File: config.mk
export PLATFORM = sky130hd
export DESIGN_NAME = hbtd_obuf
export DESIGN_NICKNAME = d
export VERILOG_FILES = /design/src/hdl/hbtd_pkg.sv /design/src/hdl/hbtd_obuf.sv
export SDC_FILE = /design/constraint.sdc
export NUM_CORES = 1
export LEC_CHECK = 0
export BUFFER_PORTS_ARGS = -buffer_cell sky130_fd_sc_hd__buf_2
export CAP_MARGIN = 20
export CORE_MARGIN = 2
export CORE_UTILIZATION = 47
export DETAILED_ROUTE_END_ITERATION = 8
export PLACE_DENSITY = 0.83
export SLEW_MARGIN = 20
export SYNTH_ARGS = -nofsm -noshare
export SYNTH_HDL_FRONTEND = slang
export SYNTH_SLANG_ARGS = --single-unit
File: constraint.sdc
create_clock -name clk_i -period 1.5 [get_ports clk_i]
set_input_delay 0.075 -clock clk_i [delete_from_list [all_inputs] [get_ports clk_i]]
set_output_delay 0.075 -clock clk_i [all_outputs]
set_load 0.05 [all_outputs]
File: src/hdl/hbtd_pkg.sv
package hbtd_pkg;

  localparam int unsigned NODE_CAPACITY = 512;
  localparam int unsigned STACK_DEPTH   = 256;

  // node index, node count (holds the capacity itself), stack slot, stack pointer
  localparam int unsigned NODE_AW  = $clog2(NODE_CAPACITY);
  localparam int unsigned NODE_CW  = $clog2(NODE_CAPACITY + 1);
  localparam int unsigned STACK_AW = $clog2(STACK_DEPTH);
  localparam int unsigned STACK_PW = $clog2(STACK_DEPTH + 1);

  localparam int unsigned SYM_W = 8;

  typedef enum logic {
    OP_TREE = 1'b0,
    OP_DATA = 1'b1
  } op_e;

  // One child link as kept in its parent: index plus the child's own leaf flag and symbol,
  // so a walk step needs only the current node's entry.
  typedef struct packed {
    logic [NODE_AW-1:0] idx;
    logic               leaf;
    logic [SYM_W-1:0]   sym;
  } child_t;

  localparam int unsigned CHILD_W = $bits(child_t);

endpackage

File: src/hdl/hbtd_obuf.sv
module hbtd_obuf
  import hbtd_pkg::*;
(
  input  logic             clk_i,
  input  logic             rst_ni,
  input  logic             push_i,
  input  logic [SYM_W-1:0] data_i,
  output logic             full_o,
  output logic             out_valid_o,
  input  logic             out_ready_i,
  output logic [SYM_W-1:0] out_data_o
);

  logic             out_valid_q, out_valid_d;
  logic             skid_valid_q, skid_valid_d;
  logic [SYM_W-1:0] out_q, out_d;
  logic [SYM_W-1:0] skid_q, skid_d;
  logic             take;

  assign take = out_valid_q & out_ready_i;

  always_comb begin
    out_valid_d  = out_valid_q;
    skid_valid_d = skid_valid_q;
    out_d        = out_q;
    skid_d       = skid_q;
    if (skid_valid_q) begin
      if (take) begin
        out_d        = skid_q;
        skid_valid_d = 1'b0;
      end
    end else if (push_i) begin
      if (!out_valid_q || take) begin
        out_d       = data_i;
        out_valid_d = 1'b1;
      end else begin
        // output stalled: park the word
        skid_d       = data_i;
        skid_valid_d = 1'b1;
      end
    end else if (take) begin
      out_valid_d = 1'b0;
    end
  end

  always_ff @(posedge clk_i or negedge rst_ni) begin
    if (!rst_ni) begin
      out_valid_q  <= 1'b0;
      skid_valid_q <= 1'b0;
    end else begin
      out_valid_q  <= out_valid_d;
      skid_valid_q <= skid_valid_d;
    end
  end

  always_ff @(posedge clk_i) begin
    out_q  <= out_d;
    skid_q <= skid_d;
  end

  assign full_o      = skid_valid_q;
  assign out_valid_o = out_valid_q;
  assign out_data_o  = out_q;

endmodule

# After elaboration in Yosys (flattened, before gate mapping)
# Index checks and enable logic that the tools add are counted.
dict set report totals {
  word_cells 28
  in_bits 12
  output_inout_bits 10
  regBits 18
}
dict set report op_classes {
  n_reduce_logical 8
  n_eq_ne 2
  n_bitwise 3
  n_mux 11
}
# op count
set ops {}
lappend ops {{$mux W8} 4}
lappend ops {{$reduce_and A3 Y1} 3}
lappend ops {{$mux W1} 7}
lappend ops {{$reduce_bool A2 Y1} 3}
lappend ops {{$ne A2 B1 Y1 const B} 2}
lappend ops {{$not A1 Y1} 2}
lappend ops {{$and A1 B1 Y1} 1}
lappend ops {{$logic_not A1 Y1} 1}
lappend ops {{$logic_or A1 B1 Y1} 1}

# Longest topological paths before layout
dict set report depth {
  depth_word 5
  depth_mapped 3
  depth_no_buf 2
}

# Worst setup path after synthesis
# No wires, ideal clock.
dict set report synth_timing {
  kind {register -> register}
  from {register skid_valid_q (netlist: full_o)}
  to {register out_q[0] (netlist: out_data_o[0]) (enable)}
  synth_period_minus_slack_ns 1.536
  setup_slack_ns -0.036
  setup_ns 0.330
  arrival_ns 1.206
  path_buffers 1
  stages_incl_launch_ff 4
  path_cell_list {dfrtp_1 > buf_6 > nor2_1 > o22a_1}
}
dict set report synth_between {
  elab_chain_cells 2
}
# item line
set synth_rtl {}
lappend synth_rtl {{start: declaration} hbtd_obuf.sv:15} ;# logic skid_valid_q, skid_valid_d;
lappend synth_rtl {{start signal: assignment} hbtd_obuf.sv:52} ;# skid_valid_q <= skid_valid_d;
lappend synth_rtl {{$ne A2 B1 Y1 (no source line) or $reduce_bool A2 Y1 (tied branches)} --}
lappend synth_rtl {{$reduce_and A3 Y1 (no source line) (*)} --}
lappend synth_rtl {{end signal: assignment} hbtd_obuf.sv:57} ;# out_q <= out_d;
lappend synth_rtl {{end: declaration} hbtd_obuf.sv:16} ;# logic [SYM_W-1:0] out_q, out_d;
# Every way passes the cells marked *; elsewhere a longest branch is shown, timed or not.
# A chain may end at the register's enable or synchronous reset.

# Worst setup path in the final report
dict set report layout_timing {
  from {register skid_valid_q (netlist: full_o)}
  to {register out_q[7] (netlist: out_data_o[7]) (enable)}
}
# Same word-level chain as after synthesis.

==> impl_results.html <==
<table>
<tr><th>Metric</th><th>Value</th></tr>
<tr><th colspan="2">Synth</th></tr>
<tr><td>Cells after Synth</td><td>36</td></tr>
<tr><td>Mean instance size in the synthesized netlist</td><td>about 19 um2</td></tr>
<tr><td>Synth Warn #</td><td>0</td></tr>
<tr><td>Flip-flop and latch count after synthesis</td><td>18</td></tr>
<tr><td>Net count after synthesis</td><td>48</td></tr>
<tr><td>Share of synthesized area occupied by flip-flops and latches</td><td>0.768</td></tr>
<tr><td>Netlist Area Pre-Place</td><td>about 690 um2</td></tr>
<tr><td>Number of distinct library cells after synthesis</td><td>12</td></tr>
<tr><th colspan="2">Die</th></tr>
<tr><td>I/O pin count</td><td>22</td></tr>
<tr><td>Chip Height</td><td>42.3 um</td></tr>
<tr><td>Die Outline Area</td><td>roughly 0.0018 mm2</td></tr>
<tr><td>Die width</td><td>42.3 um</td></tr>
<tr><td>Core Footprint</td><td>0.00133 mm2</td></tr>
<tr><td>Number of rows in the core area</td><td>13</td></tr>
<tr><td>Initial core utilization</td><td>0.518</td></tr>
<tr><th colspan="2">Clocking</th></tr>
<tr><td>Resize count post-CTS</td><td>0</td></tr>
<tr><td>Number of buffers inserted during clock tree synthesis</td><td>3</td></tr>
<tr><td>Worst skew pair latency</td><td>~0.28 ns</td></tr>
<tr><td>Maximum root-to-sink buffer count</td><td>2</td></tr>
<tr><td>Master cell of the clock root buffer</td><td>clkbuf_4</td></tr>
<tr><td>Clock tree from TritonCTS</td><td>built</td></tr>
<tr><td>Number of sinks handled by clock tree synthesis</td><td>18</td></tr>
<tr><td>Htree depth</td><td>1</td></tr>
<tr><td>Number of setup buffers added after CTS</td><td>0</td></tr>
<tr><td>Clock slew at the register clock pins of the worst setup and hold paths</td><td>~0.090 ns</td></tr>
<tr><th colspan="2">Critical path</th></tr>
<tr><td>Setup Crit Path Kind</td><td>flip-flop to flip-flop</td></tr>
<tr><td>Type of element launching the critical path</td><td>flip-flop</td></tr>
<tr><td>Data arrival, critical path</td><td>1.29 ns</td></tr>
<tr><td>Required time at the endpoint of the critical path</td><td>roughly 1.5 ns</td></tr>
<tr><td>Worst setup EP type</td><td>flip-flop</td></tr>
<tr><td>Max FO, Critical Path</td><td>15</td></tr>
<tr><td>Setup slack on the worst flop-to-flop path</td><td>about 0.17 ns</td></tr>
<tr><th colspan="2">Power and ir drop</th></tr>
<tr><td>Int Power</td><td>around 1100 uW</td></tr>
<tr><td>Static leakage</td><td>0.000365 uW</td></tr>
<tr><td>VDD IR max</td><td>around 1.0 mV</td></tr>
<tr><td>Switching fraction of total power</td><td>0.422</td></tr>
<tr><td>Share of power burned in registers</td><td>0.453</td></tr>
<tr><td>Areal power density over the cells</td><td>~2000 mW/mm2</td></tr>
<tr><td>Net switching power</td><td>a little under 800 uW</td></tr>
<tr><td>Logic gate share of total power</td><td>0.415</td></tr>
<tr><td>Clock share of power</td><td>0.131</td></tr>
<tr><td>Total power of the final layout</td><td>1830 uW</td></tr>
<tr><th colspan="2">GRT</th></tr>
<tr><td>Number of global-route vias before repair</td><td>461</td></tr>
<tr><td>Global-route congestion overflow total</td><td>0</td></tr>
<tr><td>GRT Total Usage</td><td>0.157</td></tr>
<tr><td>Initial antenna violation count</td><td>0</td></tr>
<tr><td>Maximum number of pins on one net before global-route repair</td><td>16</td></tr>
<tr><td>Global-route wire length before repair</td><td>between 2000 and 2500 um</td></tr>
<tr><th colspan="2">Run</th></tr>
<tr><td>Count of maximum capacitance violations</td><td>0</td></tr>
<tr><th colspan="2">Final layout</th></tr>
<tr><td>Cell area after layout</td><td>roughly 920 um2</td></tr>
<tr><td>Antenna cells</td><td>0</td></tr>
<tr><td>Layout area overhead</td><td>33.3%</td></tr>
<tr><td>Fin util</td><td>0.690</td></tr>
<tr><td>Filler cells</td><td>97</td></tr>
<tr><td>Share of cells above drive strength 1</td><td>0.493</td></tr>
<tr><td>Top library cells by usage in the layout, fill and taps aside</td><td>buf_2 (21), edfxtp_1 (16), dlygate4sd3_1 (9), mux2_2 (8), clkbuf_4 (3)</td></tr>
<tr><td>Net count of the finished layout</td><td>82</td></tr>
<tr><td>Most common library cell in the layout ignoring fill and taps</td><td>buf_2</td></tr>
<tr><th colspan="2">Drt</th></tr>
<tr><td>Count of vias placed by the detailed router</td><td>442</td></tr>
<tr><td>Iteration-0 DRC Markers</td><td>11</td></tr>
<tr><td>Via density per instance</td><td>~5.3</td></tr>
<tr><td>First drt pass iteration count</td><td>4</td></tr>
<tr><td>Number of nets still failing antenna checks after routing</td><td>0</td></tr>
<tr><td>Total wirelength of the detailed-routed design</td><td>1210 um</td></tr>
<tr><td>Routed wirelength normalized by instance count</td><td>between 10 and 15 um</td></tr>
<tr><td>Number of design rule violations left after detail routing</td><td>0</td></tr>
<tr><th colspan="2">Timing</th></tr>
<tr><td>Setup repair after global routing missed its margin</td><td>false</td></tr>
<tr><td>Post-route worst setup slack</td><td>roughly 0.17 ns</td></tr>
<tr><td>Crit path time final</td><td>around 1.3 ns</td></tr>
<tr><td>Measured slew at the worst slew-check pin</td><td>~0.36 ns</td></tr>
<tr><td># setup viols final</td><td>0</td></tr>
<tr><td>Relative slew slack</td><td>0.763</td></tr>
<tr><td>Number of max-slew violations in the final report</td><td>0</td></tr>
<tr><td>Final worst clock skew</td><td>0.00152 ns</td></tr>
<tr><td>Final worst-path cycle share</td><td>0.886</td></tr>
<tr><td>Timing-limited maximum frequency</td><td>around 0.75 GHz</td></tr>
<tr><td>Final count of hold timing violations</td><td>0</td></tr>
<tr><td>Total Neg Setup Slack</td><td>0 ns</td></tr>
<tr><th colspan="2">Placement</th></tr>
<tr><td>Routability cong.</td><td>slightly below 0.8</td></tr>
<tr><td>Detail Placement HPWL</td><td>823 um</td></tr>
<tr><td>Placement-stage worst setup slack</td><td>approximately 0.16 ns</td></tr>
<tr><td>Placed cell area</td><td>805 um2</td></tr>
<tr><td>Buffers added on ports</td><td>21</td></tr>
<tr><th colspan="2">Run status</th></tr>
<tr><td>Status</td><td>finished clean</td></tr>
<tr><th colspan="2">Worst hold path</th></tr>
<tr><td>Worst hold path type</td><td>input pin to flip-flop</td></tr>
</table>
stage by stage:
stage	instances	hold WS [ns]
finish	84	0.0897
global route	84	0.0928
CTS	84	0.0722
detailed placement	71	-0.140
global placement	71	-0.141
floorplan	36	-0.221
logic make-up after synthesis:
group,synth area share
mux,0.130
buf+inv,0.0217
flops,0.768
compound gates,0.0326
simple gates,0.0471
state kept, by name, summed over array words and instances (netlist names):
name / cells
full_o: 1
out_data_o: 8
out_valid_o: 1
skid_q: 8
cell usage after synthesis:
master    count  share of area
nand2b_1      1         0.0091
edfxtp_1     16           0.70
inv_1         1         0.0054
buf_6         1          0.016
and2_1        1         0.0091
a22o_1        1          0.013
and4bb_2      1          0.018
a21oi_1       1         0.0072
mux2_2        8           0.13
dfrtp_1       2          0.072
nor2_1        2          0.011
o22a_1        1          0.013
timing repair:
action / CTS / global route
endpoints found under the setup margin: 0 / 0
endpoints found under the hold margin: 10 / 0
hold buffers: 9 / 0
path summary, 6_finish.rpt:
path / from / to / cells after the start
worst max-delay path: full_o / out_data_o[7] / 2
worst min-delay path: push_i / out_valid_o / 2
worst max register to register: full_o / out_data_o[7] / 2
worst min register to register: skid_q[4] / out_data_o[4] / 1
max in group asynchronous: rst_ni / full_o / 2
min in group asynchronous: rst_ni / full_o / 2
power groups by stage:
stage	Clock [uW]	Combinational, uW	Sequential [uW]
2_1_floorplan	0	248	1200
3_3_place_gp	0	736	832
3_5_place_dp	0	749	844
4_1_cts	250	768	832
5_1_grt	277	805	848
6_report	241	762	832
per-layer routing:
layer | share of wire | vias to the layer above | global-route usage
li1 | - | 203 | -
met1 | 0.41 | 206 | 0.173
met2 | 0.49 | 27 | 0.262
met3 | 0.061 | 6 | 0.0560
met4 | 0.034 | 0 | 0.0875
met5 | 0 | - | 0
cell type report:
cell class	instances	area [um2]	share of cell area
clock buffer	4	26.3	0.0285
multi-input combinational	16	145	0.158
timing repair buffer	30	195	0.212
sequential	18	532	0.577
inverter	1	3.75	0.00408
tap	15	18.8	0.0204
worst max-delay path: stages (launching register included):
cell	delay (ns)
dfrtp_2	0.52
nor2_1	0.13
o22a_1	0.35
No activity file was read; power rests on OpenSTA's default activity.
